==> src/hdl/case_insensitive_word_dictionary_macros.svh <==
// assertion macros for the word dictionary
`ifndef CASE_INSENSITIVE_WORD_DICTIONARY_MACROS_SVH
`define CASE_INSENSITIVE_WORD_DICTIONARY_MACROS_SVH

// same-cycle implication, checked outside reset
`define CID_ASSERT_NOW(label, ante, cons, msg) \
    label: assert property (@(posedge aclk) disable iff (!aresetn) (ante) |-> (cons)) \
        else $error(msg);

// next-cycle implication, checked outside reset
`define CID_ASSERT_NEXT(label, ante, cons, msg) \
    label: assert property (@(posedge aclk) disable iff (!aresetn) (ante) |=> (cons)) \
        else $error(msg);

`endif

==> src/hdl/cid_ram.sv <==
// generic simple dual-port ram with registered read
`default_nettype none

module cid_ram #(
    parameter int WIDTH = 8,
    parameter int DEPTH = 64
) (
    input  wire logic                                   aclk,
    input  wire logic                                   we,
    input  wire logic [(DEPTH > 1 ? $clog2(DEPTH) : 1)-1:0] waddr,
    input  wire logic [WIDTH-1:0]                       wdata,
    input  wire logic [(DEPTH > 1 ? $clog2(DEPTH) : 1)-1:0] raddr,
    output logic      [WIDTH-1:0]                       rdata
);

    logic [WIDTH-1:0] mem [DEPTH];

    always_ff @(posedge aclk) begin
        if (we) begin
            mem[waddr] <= wdata;
        end
        rdata <= mem[raddr];
    end

endmodule

`default_nettype wire

==> config.mk <==
export PLATFORM = sky130hd
export DESIGN_NAME = cid_ram
export DESIGN_NICKNAME = d
export VERILOG_FILES = /design/src/hdl/case_insensitive_word_dictionary_macros.svh /design/src/hdl/cid_ram.sv
export SDC_FILE = /design/constraint.sdc
export NUM_CORES = 1
export LEC_CHECK = 0
export BUFFER_PORTS_ARGS = -buffer_cell sky130_fd_sc_hd__buf_2
export CELL_PAD_IN_SITES_DETAIL_PLACEMENT = 0
export CELL_PAD_IN_SITES_GLOBAL_PLACEMENT = 1
export CORE_ASPECT_RATIO = 0.5
export CORE_MARGIN = 2
export CORE_UTILIZATION = 52
export DETAILED_ROUTE_END_ITERATION = 12
export GPL_TIMING_DRIVEN = 1
export MAX_ROUTING_LAYER = met4
export PLACE_DENSITY = 0.76
export SYNTH_ARGS = -nofsm -noshare
export SYNTH_HDL_FRONTEND = slang
export SYNTH_SLANG_ARGS = --single-unit
==> constraint.sdc <==
create_clock -name aclk -period 2.2 [get_ports aclk]
set_clock_uncertainty 0.05 [all_clocks]
set_input_delay 0.33 -clock aclk [delete_from_list [all_inputs] [get_ports aclk]]
set_output_delay 0.33 -clock aclk [all_outputs]
set_load 0.01 [all_outputs]
* After elaboration in Yosys (flattened, before gate mapping)
Memories as Yosys holds them, arrays and structs flattened. A register that Yosys moved wholly into a read port is not among the register bits.
Index checks and enable logic that the tools add are counted.
** Operators by class
- Add/subtract/negate cells :: 0
- Multipliers :: 0
- Div/mod/pow operators :: 0
- $lt $le $gt $ge :: 0
- Equal/unequal tests :: 0
- Shifts and indexed selects :: 0
- Muxes and demuxes :: 2
- Bitwise gates (word level) :: 0
- Reduce and logical (&&, ||, !) cells :: 0
** Operator list (number)
- two-way mux 1 bit :: 2
** Word-level totals
- Register bits after elaboration :: 0
- Bits in latches :: 0
- Bits in writable memories :: 512
- Memory bits (read-only) :: 0
- Bits of input ports :: 22
- Output and inout port bits :: 8
- Word-level logic and storage cells :: 3
- Memories :: 1
** Memory list
- mem :: depth 64, width 8, read ports 1, clocked after memory_dff 1, wr ports 1, RTL line cid_ram.sv:16 : logic [WIDTH-1:0] mem [DEPTH];

* Depth between registers and ports, before layout
- Depth in word-level cells :: 2
- Mapped depth :: 9
- Depth with buffers taken out :: 5

* Least setup slack after synthesis
No wires, ideal clock.
- Kind :: input to register
- Start :: in raddr[1] (netlist bit)
- End :: reg rdata[3], read port of mem
- Library setup time :: 0.128 ns
- Data arrival time :: 1.870 ns
- Data required time :: 2.022 ns
- Setup slack :: 0.152 ns
- Cell stages on the path :: 7
- Path buffers :: 3
- Cell sequence :: buf_4 buf_2 buf_2 mux4_2 mux4_2 o21ai_1 o41ai_1
** RTL lines
- start: declaration :: RTL line cid_ram.sv:12 : input wire logic [(DEPTH > 1 ? $clog2(DEPTH) : 1)-1:0] raddr,
- end: declaration :: RTL line cid_ram.sv:13 : output logic [WIDTH-1:0] rdata

==> results.yml <==
status:
  status: "finished, final reports clean"
logic_synthesis:
  syn_area_per_cell_sq_um: 21.5
  synthFlopType: "edfxtp_1"
  synth_largest_area_cell: "edfxtp_1"
  ys_async_sr_fraction_pct: 0
  syn_area_sq_um: 20200
  seq_area_frac_synth_pct: 77.0
  synth-edff-count: 512
  yosysWarnings: 0
  yosys_register_bits: 520
  synth.area.top_cells: "edfxtp_1 (76%), mux4_2 (14%), nor2_1 (1.5%), mux2i_1 (1.1%), dfxtp_1 (0.79%)"
  synth_most_common_cell: "edfxtp_1"
  syn_inst: 940
  synth_top_area_share_pct: 76.2
  synth_commonest_cells: "edfxtp_1 (512), mux4_2 (126), nor2_1 (83)"
  netlist-cell-type-count: 40
  synth_fp_nets: 962
layout:
  fin_nets: 1141
  syn2layout_area_growth_pct: 16.7
  drive_gt1_share_pct: 34.0
detailed_routing:
  drt_iter0_markers: 1133
  vias: 10100
  routed_wl_um: 44900
  antenna_left: 0
  drc: 0
  drt-pass1-iter-count: 7
  viasPerCell: 6.04
  avgRoutedWirePerCell_um: 26.8
setup_path:
  crit_family: "compound AO/OA/AOI/OAI gates"
  critPathCaptureType: "flop"
  max_stage_delay_ps: 550
  critical_path_buf_inv_count: 1
  crit_slowest_cell: "a2111oi_0"
  cp-start-kind: "flop"
  arrival_ps: 2390
  critPathMaxFanout: 1
  crit_required_ps: 2580
  path_class: "flop to flop"
  regToRegSetupSlack_ps: 180
  crit_chain: "mux4_2 > nor2b_1 > a2111oi_0 > buf_4 > o41ai_1"
timing:
  slew_headroom_pct: 50.3
  drv_slew: 0
  setup_viol: 0
  final_hold_viol_count: 0
  fin_ws_ps: 183
  tightest_slew_ps: 745
  finalCriticalPeriod_ps: 2020
  finalCritPeriodShare_pct: 91.7
  rsz0062_at_grt: "no"
  max_freq_ghz: 0.496
clock_network:
  cts.sinks: 520
  clock_latency_ps: 560
  cts_tree: "built"
  clockBufferDepth: 3
  hold_buffers: 0
  post_cts_resized: 0
  root_buffer: "clkbuf_16"
  cts_buffers: 45
  cts_setup_buffers: 0
  path_clk_slew_ps: 70
  htree_levels: 2
pwr:
  powerDensity_nw_per_um2: 864
  p_leak_nw: 7.67
  ir_drop_mv: 0.495
  finalPower_mw: 20.3
run:
  drv_cap: 0
floorplan:
  dieWidth_um: 283
  design.die.area_sq_um: 40500
  pin_count: 30
  fp.dieH_um: 143
  initial_core_util_pct: 53.4
  core_region_area_sq_um: 37800
  rows: 50
place:
  pre_cts_ws_ps: -380
  dpl.hpwl_um: 29200
  routabilityCongestion: 0.862
  numPortBuffers: 29
global_route:
  overflow: 0
  grt.total_usage_pct: 23.7
  grt_max_degree: 65
  grt_pass1_vias: 10200
  grt_pass1_wl_um: 66500
  antenna_found_initial: 1
min_path:
  hold_class: "input pin to flop"
-- state kept, by name, indices dropped and copies added (netlist names) --
name   flops
mem      512
rdata      8
-- through the flow --
step	util (%)	cells	instance area (sq um)	TNS, ps	hold WS (ps)
2_1_floorplan	-	940	20200	0	379
3_3_place_gp	58.2	1592	22000	-1820	718
3_5_place_dp	58.2	1592	22000	-1850	719
4_1_cts	62.3	1676	23500	0	149
5_1_grt	62.3	1677	23500	0	190
6_report	62.3	1677	23500	0	183
-- logic make-up after synthesis --
logic type / count (synthesis) / share of synthesized area, %
simple gates: 153 / 3.39
mux: 162 / 15.9
compound gates: 54 / 2.07
buf+inv: 51 / 1.57
flops: 520 / 77.0
-- final timing paths --
| check | from | endpoint | depth (start not counted) |
|---|---|---|---|
| hold reg to reg | mem[30][6] | rdata[6] | 3 |
| setup reg to reg | mem[1][5] | rdata[5] | 5 |
| hold / removal | raddr[5] | rdata[4] | 3 |
| setup / recovery | mem[1][5] | rdata[5] | 5 |
-- metal layers --
layer  share of wire [%]  track usage (%)  up-vias
met5                   0                -        -
met4                 1.7             5.76        0
met3                 9.3             5.96       58
met2                  47             35.8      437
met1                  42             33.0     5356
li1                    -                -     4281
-- layout by cell type, fill, tap and decap left out, drive strengths merged, types with 2 or more instances in the layout --
cell,count
nand3,13
nor2,83
nor3,7
nand4,2
nor2b,14
nor4,2
o32ai,2
nand2b,7
o221a,2
mux2i,23
dfxtp,8
a221oi,6
o21ai,4
a211oi,4
nand2,19
clkinv,11
clkinvlp,2
bufinv,5
a2111oi,2
o41ai,2
edfxtp,512
a22oi,3
a21oi,3
o21a,2
nand3b,3
o221ai,8
o2bb2ai,3
o22ai,8
o2111ai,3
mux2,13
clkbuf,65
inv,2
mux4,126
buf,182
-- report_power, final --
| part | internal [mW] | switching, mW | leakage (nW) |
|---|---|---|---|
| clock network | 4.76 | 3.44 | 0.753 |
| registers | 11.0 | 0.0358 | 4.67 |
| logic | 0.478 | 0.655 | 2.24 |
-- layout make-up --
class,instances,area [sq um]
clock inverter,20,235
clock buffer,64,1310
tap,520,651
timing repair buffer,183,1480
fill,2566,14300
sequential,520,15500
antenna,1,2.50
multi-input combinational,369,4320
-- worst register-to-register path: stages (launching register included) --
cell and delay (ps):
edfxtp_1 390, mux4_2 450, nor2b_1 170, a2111oi_0 550, buf_4 210, o41ai_1 70
No activity file was read; power rests on OpenSTA's default activity.
