**src/hdl/case_insensitive_word_dictionary_macros.svh**
```systemverilog
// assertion macros for the word dictionary
`ifndef CASE_INSENSITIVE_WORD_DICTIONARY_MACROS_SVH
`define CASE_INSENSITIVE_WORD_DICTIONARY_MACROS_SVH

// same-cycle implication, checked outside reset
`define CID_ASSERT_NOW(label, ante, cons, msg) \
    label: assert property (@(posedge aclk) disable iff (!aresetn) (ante) |-> (cons)) \
        else $error(msg);

// next-cycle implication, checked outside reset
`define CID_ASSERT_NEXT(label, ante, cons, msg) \
    label: assert property (@(posedge aclk) disable iff (!aresetn) (ante) |=> (cons)) \
        else $error(msg);

`endif

```
**src/hdl/cid_pkg.sv**
```systemverilog
// shared types, constants and helpers of the word dictionary
`default_nettype none

package cid_pkg;

    localparam int BUCKETS_DEF  = 4096;
    localparam int MAX_WORD_DEF = 45;
    localparam int NODES_DEF    = 4096;

    localparam logic [63:0] HASH_SEED = 64'd5381;

    localparam logic [1:0] OP_INSERT = 2'd0;
    localparam logic [1:0] OP_LOOKUP = 2'd1;
    localparam logic [1:0] OP_CLEAR  = 2'd2;

    localparam logic [1:0] ST_OK   = 2'd0;
    localparam logic [1:0] ST_FULL = 2'd1;
    localparam logic [1:0] ST_LONG = 2'd2;

    typedef struct packed {
        logic [1:0] opcode;
        logic [7:0] char_in;
        logic       last_char;
    } in_t;

    typedef struct packed {
        logic        found;
        logic [12:0] word_total;
        logic [1:0]  status;
    } out_t;

    typedef struct packed {
        logic       restart;
        logic       step;
        logic       start;
        logic [7:0] chr;
    } hash_ctl_t;

    typedef enum logic [3:0] {
        S_IDLE,
        S_MODGO,
        S_MOD,
        S_HRD,
        S_HUSE,
        S_MRD,
        S_MCHK,
        S_CRD,
        S_CCHK,
        S_SWEEP,
        S_FIN
    } state_t;

    function automatic logic [7:0] fold_case(input logic [7:0] c);
        logic [7:0] r;
        r = c;
        if (c inside {[8'h41:8'h5A]}) begin
            r = c + 8'd32;
        end
        return r;
    endfunction

endpackage

`default_nettype wire

```
**src/hdl/cid_hash.sv**
```systemverilog
// djb2 accumulator and reduction modulo the bucket count
`default_nettype none

module cid_hash #(
    parameter int BUCKETS = cid_pkg::BUCKETS_DEF
) (
    input  wire logic                                       aclk,
    input  wire logic                                       aresetn,
    input  wire cid_pkg::hash_ctl_t                         ctl,
    output logic                                            done,
    output logic [(BUCKETS > 1 ? $clog2(BUCKETS) : 1)-1:0]  bucket
);

    localparam int BW = (BUCKETS > 1) ? $clog2(BUCKETS) : 1;
    // one step folds the running remainder with the next hash byte
    localparam int VW = BW + 8;
    // floor of 2**VW / BUCKETS, quotient estimate is short by at most one
    localparam logic [VW:0] RECIP = (VW+1)'((64'd1 << VW) / 64'(BUCKETS));

    logic [63:0]     hash_reg, hash_next;
    logic [BW-1:0]   rem_reg, rem_next;
    logic [VW-1:0]   quo_reg, quo_next;
    logic [2:0]      cnt_reg, cnt_next;
    logic            phase_reg, phase_next;
    logic            run_reg, run_next;
    logic            done_reg, done_next;
    logic [VW-1:0]   dividend;
    logic [2*VW-1:0] prod;
    logic [VW-1:0]   back;
    logic [VW-1:0]   diff;
    logic [BW:0]     trial;

    always_ff @(posedge aclk) begin
        if (!aresetn) begin
            hash_reg  <= cid_pkg::HASH_SEED;
            run_reg   <= 1'b0;
            done_reg  <= 1'b0;
            cnt_reg   <= '0;
            rem_reg   <= '0;
            quo_reg   <= '0;
            phase_reg <= 1'b0;
        end else begin
            hash_reg  <= hash_next;
            run_reg   <= run_next;
            done_reg  <= done_next;
            cnt_reg   <= cnt_next;
            rem_reg   <= rem_next;
            quo_reg   <= quo_next;
            phase_reg <= phase_next;
        end
    end

    always_comb begin
        hash_next  = hash_reg;
        rem_next   = rem_reg;
        quo_next   = quo_reg;
        cnt_next   = cnt_reg;
        phase_next = phase_reg;
        run_next   = run_reg;
        done_next  = 1'b0;
        dividend   = {rem_reg, hash_reg[63:56]};
        prod       = {{VW{1'b0}}, dividend} * {{(VW-1){1'b0}}, RECIP};
        back       = quo_reg * VW'(BUCKETS);
        diff       = dividend - back;
        trial      = diff[BW:0];
        if (ctl.restart) begin
            hash_next = cid_pkg::HASH_SEED;
        end else if (ctl.step) begin
            hash_next = (hash_reg << 5) + hash_reg + {56'd0, cid_pkg::fold_case(ctl.chr)};
        end else if (ctl.start) begin
            run_next   = 1'b1;
            cnt_next   = '0;
            rem_next   = '0;
            phase_next = 1'b0;
        end else if (run_reg) begin
            // msb byte first, quotient estimate then correction
            if (!phase_reg) begin
                quo_next   = prod[2*VW-1:VW];
                phase_next = 1'b1;
            end else begin
                if (trial >= (BW+1)'(BUCKETS)) begin
                    rem_next = BW'(trial - (BW+1)'(BUCKETS));
                end else begin
                    rem_next = trial[BW-1:0];
                end
                hash_next  = hash_reg << 8;
                phase_next = 1'b0;
                cnt_next   = cnt_reg + 3'd1;
                if (cnt_reg == 3'd7) begin
                    run_next  = 1'b0;
                    done_next = 1'b1;
                end
            end
        end
    end

    assign done   = done_reg;
    assign bucket = rem_reg;

endmodule

`default_nettype wire

```
**config.mk**
```make
export PLATFORM = sky130hd
export DESIGN_NAME = cid_hash
export DESIGN_NICKNAME = d
export VERILOG_FILES = /design/src/hdl/case_insensitive_word_dictionary_macros.svh /design/src/hdl/cid_pkg.sv /design/src/hdl/cid_hash.sv
export SDC_FILE = /design/constraint.sdc
export NUM_CORES = 1
export LEC_CHECK = 0
export BUFFER_PORTS_ARGS = -buffer_cell sky130_fd_sc_hd__buf_4
export CAP_MARGIN = 10
export CORE_MARGIN = 1
export CORE_UTILIZATION = 50
export CTS_CLUSTER_SIZE = 28
export DETAILED_ROUTE_END_ITERATION = 10
export MAX_ROUTING_LAYER = met4
export PLACE_DENSITY = 0.69
export SETUP_SLACK_MARGIN = 0.1
export SYNTH_ARGS = -nofsm -noshare
export SYNTH_HDL_FRONTEND = slang
export SYNTH_SLANG_ARGS = --single-unit
```
**constraint.sdc**
```tcl
create_clock -name aclk -period 5.1 [get_ports aclk]
set_input_delay 0.255 -clock aclk [delete_from_list [all_inputs] [get_ports aclk]]
set_output_delay 0.255 -clock aclk [all_outputs]
set_load 0.02 [all_outputs]
```
Word-level counts from Yosys, hierarchy flattened
Index checks and enable logic that the tools add are counted.
Operators by class
  multiply operators: 0
  reduce and logical (&&, ||, !) cells: 12
  bitwise operators: 6
  div/mod/pow operators: 0
  $add $sub $neg: 6
  equality and inequality tests: 2
  $lt $le $gt $ge: 3
  shift operators: 0
  muxes and demuxes: 22
Operator list (count)
  2-to-1 mux 64 bit: 4
  adder 64 bit: 1
  adder 64 x 8 -> 64 bit: 1
  2-to-1 mux 12 bit: 4
  2-to-1 mux 8 bit: 3
  >= comparator 13 bit (second input constant): 1
  subtractor 13 bit: 1
  subtractor 12 x 1 -> 12 bit (second input constant): 1
  2-to-1 mux 3 bit: 3
  adder 8 x 6 -> 8 bit (second input constant): 1
  >= comparator 8 x 7 -> 1 bit (second input constant): 1
  less-or-equal comparator 8 x 7 -> 1 bit (second input constant): 1
  2-to-1 mux 1 bit: 8
  nonzero test 2 bit: 4
  inverter 1 bit: 6
  AND reduction 3 bit: 2
  OR reduction 6 bit: 1
  AND reduction 5 bit: 1
  AND reduction 4 bit: 1
  adder 3 x 1 -> 3 bit (second input constant): 1
  equality test 3 bit (second input constant): 1
  != test 2 x 1 -> 1 bit (second input constant): 1
  AND reduction 2 bit: 1
  OR reduction 2 bit: 1
  logical AND 1 bit: 1
Storage, ports and cells
  memories kept: 0
  memory bits (read-only): 0
  bits in writable memories: 0
  bits in latches: 0
  register bits: 83

Depth between registers and ports, before layout
  depth after elaboration: 7
  depth in mapped cells: 16
  gate-level depth less buffers: 16

Worst setup path after synthesis
No wires, ideal clock.
  path type: in2reg
  start point: input port ctl[2] (netlist name)
  end point: register hash_reg[56]
  setup slack: 1204 ps
  buffers on the path: 0
  required time: 4984 ps
  cell stages on the path: 16
  setup time: 116 ps
  arrival time: 3780 ps
  path through: or4_1 -> o22ai_1 -> nor4b_1 -> nor2_1 -> fa_1 -> inv_1 -> ha_1 -> a21o_1 -> a31o_2 -> o21ai_0 -> o211a_1 -> o22a_2 -> nor4b_4 -> o21a_1 -> or3_1 -> a31o_2
On the way
  longest elaborated chain between the ends: 7
RTL lines
  from (decl): line cid_hash.sv:9  | input wire cid_pkg::hash_ctl_t ctl,
  >= comparator 8 x 7 -> 1 bit / less-or-equal comparator 8 x 7 -> 1 bit (equally long branches): line cid_pkg.sv:56  | if (c inside {[8'h41:8'h5A]}) begin
  logical AND 1 bit: line cid_pkg.sv:56
  2-to-1 mux 8 bit (*): line cid_pkg.sv:56
  2-to-1 mux 8 bit (*): line cid_hash.sv:68  | end else if (ctl.step) begin
  2-to-1 mux 8 bit (*): line cid_hash.sv:66  | if (ctl.restart) begin
  adder 64 x 8 -> 64 bit (*): line cid_hash.sv:69  | hash_next = (hash_reg << 5) + hash_reg + {56'd0, cid_pkg::fold_case(ctl.chr)};
  2-to-1 mux 64 bit (*): line cid_hash.sv:68
  to (signal assigned): line cid_hash.sv:35  | hash_reg <= cid_pkg::HASH_SEED;
  to (signal assigned): line cid_hash.sv:43  | hash_reg <= hash_next;
  to (decl): line cid_hash.sv:20  | logic [63:0] hash_reg, hash_next;
Every way passes the cells marked *; elsewhere a longest branch is shown, timed or not. The select of a mux whose other input is x is not followed.
A chain may end at the register's enable or synchronous reset.

Final worst setup path
  start point: input port ctl[2] (netlist name)
  end point: register hash_reg[58]
The elaborated chain is that of the path after synthesis.

==> results_dict.tcl <==
set metrics [dict create \
    grt-ovfl-total 0 \
    die_h_um 129 \
    grt_start_max_net_pins 60 \
    rsz0062_at_grt "no" \
    layout.cells.non_filler 1196 \
    placed_cells 1180 \
    drive_gt1_share_pct 7.01 \
    via_per_inst 6.24 \
    netlist_area_um2 8010 \
    seqPwrFrac_pct 41.4 \
    grt_pass1_vias 6825 \
    clk_latency_ns 0.36 \
    netlist_instances 989 \
    dp_slack_ns 0.644 \
    numCtsBuffers 9 \
    finalWorstSetupSlack_ns 0.953 \
    drv_cap 0 \
    h-tree-depth 3 \
    cp_data_required_time_ns 5.35 \
    min_path_type "input pin to flop" \
    ctsHoldBuffers 0 \
    worstMarginPinSlew_ns 0.958 \
    path_delay_family "compound AO/OA/AOI/OAI gates" \
    comb_power_share_pct 18.1 \
    post_cts_buffers 0 \
    slew_headroom_pct 35.9 \
    grt_pass1_wl_um 35700 \
    hpwl_um 16700 \
    hold_viol 0 \
    critical_path_class "input pin to flop" \
    postSynthAreaPerCell_um2 8.10 \
    worstPathMaxFanout 5 \
    port_buffers 25 \
    drc 0 \
    path_buf_inv 1 \
    wire_per_inst_um 18.5 \
    dr.pass1.iters 5 \
    tns_ns 0 \
    clkSlewWorstSetupHoldPaths_ns 0.08 \
    synth_enable_flop_cells 0 \
    synthesis.nets 1131 \
    critPathMaxStageDelay_ns 0.51 \
    yosysMostFrequentCell "ha_1" \
    synthToLayoutAreaGrowth_pct 6.87 \
    gp_congestion 0.929 \
    worst_ep_arrival_time_ns 4.39 \
    ant_nets 0 \
    die_w_um 129 \
    ys_top_cells_by_area "dfxtp_1 (20%), ha_1 (20%), a21oi_1 (6.7%), mux2i_1 (6.2%), nor2_1 (4.5%)" \
    powerDensity_nw_per_um2 190 \
    cts-root-buf "clkbuf_16" \
    yosys_most_used_dff "dfxtp_1" \
    p_sw_share_pct 31.7 \
    wl_um 22100 \
    stdcell_area_um2 8560 \
    synth_largest_area_cell "dfxtp_1" \
    status "complete, no violations" \
    max_freq_ghz 0.241 \
    ys_top_cells_by_count "ha_1 (125), a21oi_1 (108), nor2_1 (96), dfxtp_1 (82), nand2_1 (72)" \
    core_um2 15400 \
    fin_nets 1122 \
    yosysUniqueCellTypes 71 \
    peakVddDrop_uv 163 \
    drt-initial-drc-count 629 \
    ys_ff_latch 82 \
    internal_power_mw 1.11 \
    io_pins 26 \
    vias 7465 \
    nFillCells 1479 \
    path_cells "buf_4, or4_1, o22ai_1, nor4b_1, a21o_1, fa_1, ha_1, a21oi_1, o21ai_0, nor2_1, a21oi_1, o211ai_1, a211oi_2, o211ai_1, and4_1, or3_1" \
    tritoncts "yes" \
    fin_crit_ns 4.15 \
    ys_seq_area_share_pct 20.5 \
    setup_violations 0 \
    min_period_over_period_pct 81.3 \
    placed_area_um2 8270 \
    power.switching_mw 0.517 \
    antenna_cells 0 \
    largest_reg_flops 64 \
    crit_path_end_kind "flop" \
    clkPwrFrac_pct 40.5 \
    cts.sinks 82 \
    cts_buffer_depth 2 \
    antenna_found_initial 0 \
    p_leak_nw 4.20 \
    synth_top_area_share_pct 20.5 \
    die-area_um2 16500 \
    drv_slew 0 \
    initial_core_util_pct 51.9 \
    async_reset_ff_share_pct 0 \
    yosys_warnings 0 \
    cp-start-kind "input pin" \
    gr-usage-all-layers_pct 28.3 \
    crit_slowest_cell "or4_1" \
    cts_resized 0 \
    skew_ns 0.0108 \
    num_rows 45 \
]
[cells in the final DEF, fill, tap and decap left out, types with 4 or more instances in the layout]
master and count:
nand2_1 72, and3_1 6, mux2i_1 50, nand2b_1 5, inv_1 22, a21o_1 30, and4_1 4, inv_6 5
a21oi_1 108, nor2b_1 12, o21ai_0 47, fa_1 4, a31oi_1 13, o21a_1 8, mux2_2 6, dfxtp_1 82
o31ai_1 4, nand4_1 14, o2111ai_1 5, nor2_1 96, ha_1 125, nor3_1 14, nand3_1 17, o211ai_1 13
xnor2_1 24, or3_1 9, a31o_2 4, o22ai_1 20, buf_4 30, clkbuf_16 9, a211oi_1 13, a22o_1 15
nor4_1 5, o21bai_1 14, xor2_1 24
[worst register-to-register path, cell delays in order (launching register included)]
cell and delay, ns:
dfxtp_1 0.38, inv_1 0.10, fa_1 0.53, inv_1 0.04, ha_1 0.35, a21o_1 0.21
a31o_2 0.22, o21ai_0 0.34, o211a_1 0.31, o22a_2 0.30, o21bai_1 0.16, a221oi_1 0.36
nor3_1 0.08, a211o_1 0.27
[routing by layer]
metal,global-route usage (%),up-vias,routed length [um]
li1,-,3693,-
met1,37.7,3500,10500
met2,44.8,233,9990
met3,3.08,39,1120
met4,9.07,0,498
met5,-,-,0
[logic make-up (layout without fill, tap and decap cells)]
family | after synthesis | after routing | share of synthesized area [%]
simple gates | 277 | 277 | 16.6
buf+inv | 72 | 68 | 3.92
mux | 56 | 56 | 7.09
compound gates | 325 | 325 | 26.1
xor+xnor | 48 | 48 | 5.25
flops | 82 | 82 | 20.5
fa+ha+maj | 129 | 129 | 20.5
[final timing paths]
kind               startpoint      endpoint  slack, ns  cells after the start
hold / removal        aresetn    cnt_reg[0]       0.15                      2
setup reg to reg  hash_reg[0]  hash_reg[40]       1.34                     13
hold reg to reg     bucket[8]     bucket[8]       0.48                      1
setup / recovery       ctl[2]  hash_reg[58]       0.95                     16
[layout make-up]
class                      instances  area (um2)  share of cell area [%]
multi-input combinational        835        6050                    70.7
clock buffer                       9         225                    2.63
sequential                        82        1640                    19.2
timing repair buffer              30         225                    2.63
inverter                          22        82.6                   0.965
clock inverter                     7        67.6                   0.789
tap                              211         264                    3.08
[stage by stage]
step                total power, mW  util [%]  hold WS, ns
floorplan                     0.905         -        0.383
global placement              0.976      53.6        0.463
detailed placement            0.978      53.6        0.467
CTS                            1.64      55.5        0.145
global route                   1.71      55.5        0.145
finish                         1.63      55.5        0.151
[power by group through the flow]
stage	logic, mW	registers [mW]	clock network [mW]
2_1_floorplan	0.225	0.679	0
3_3_place_gp	0.286	0.690	0
3_5_place_dp	0.288	0.690	0
4_1_cts	0.292	0.675	0.672
5_1_grt	0.327	0.676	0.705
6_report	0.295	0.675	0.660
Power figures use the tool's default switching activity.
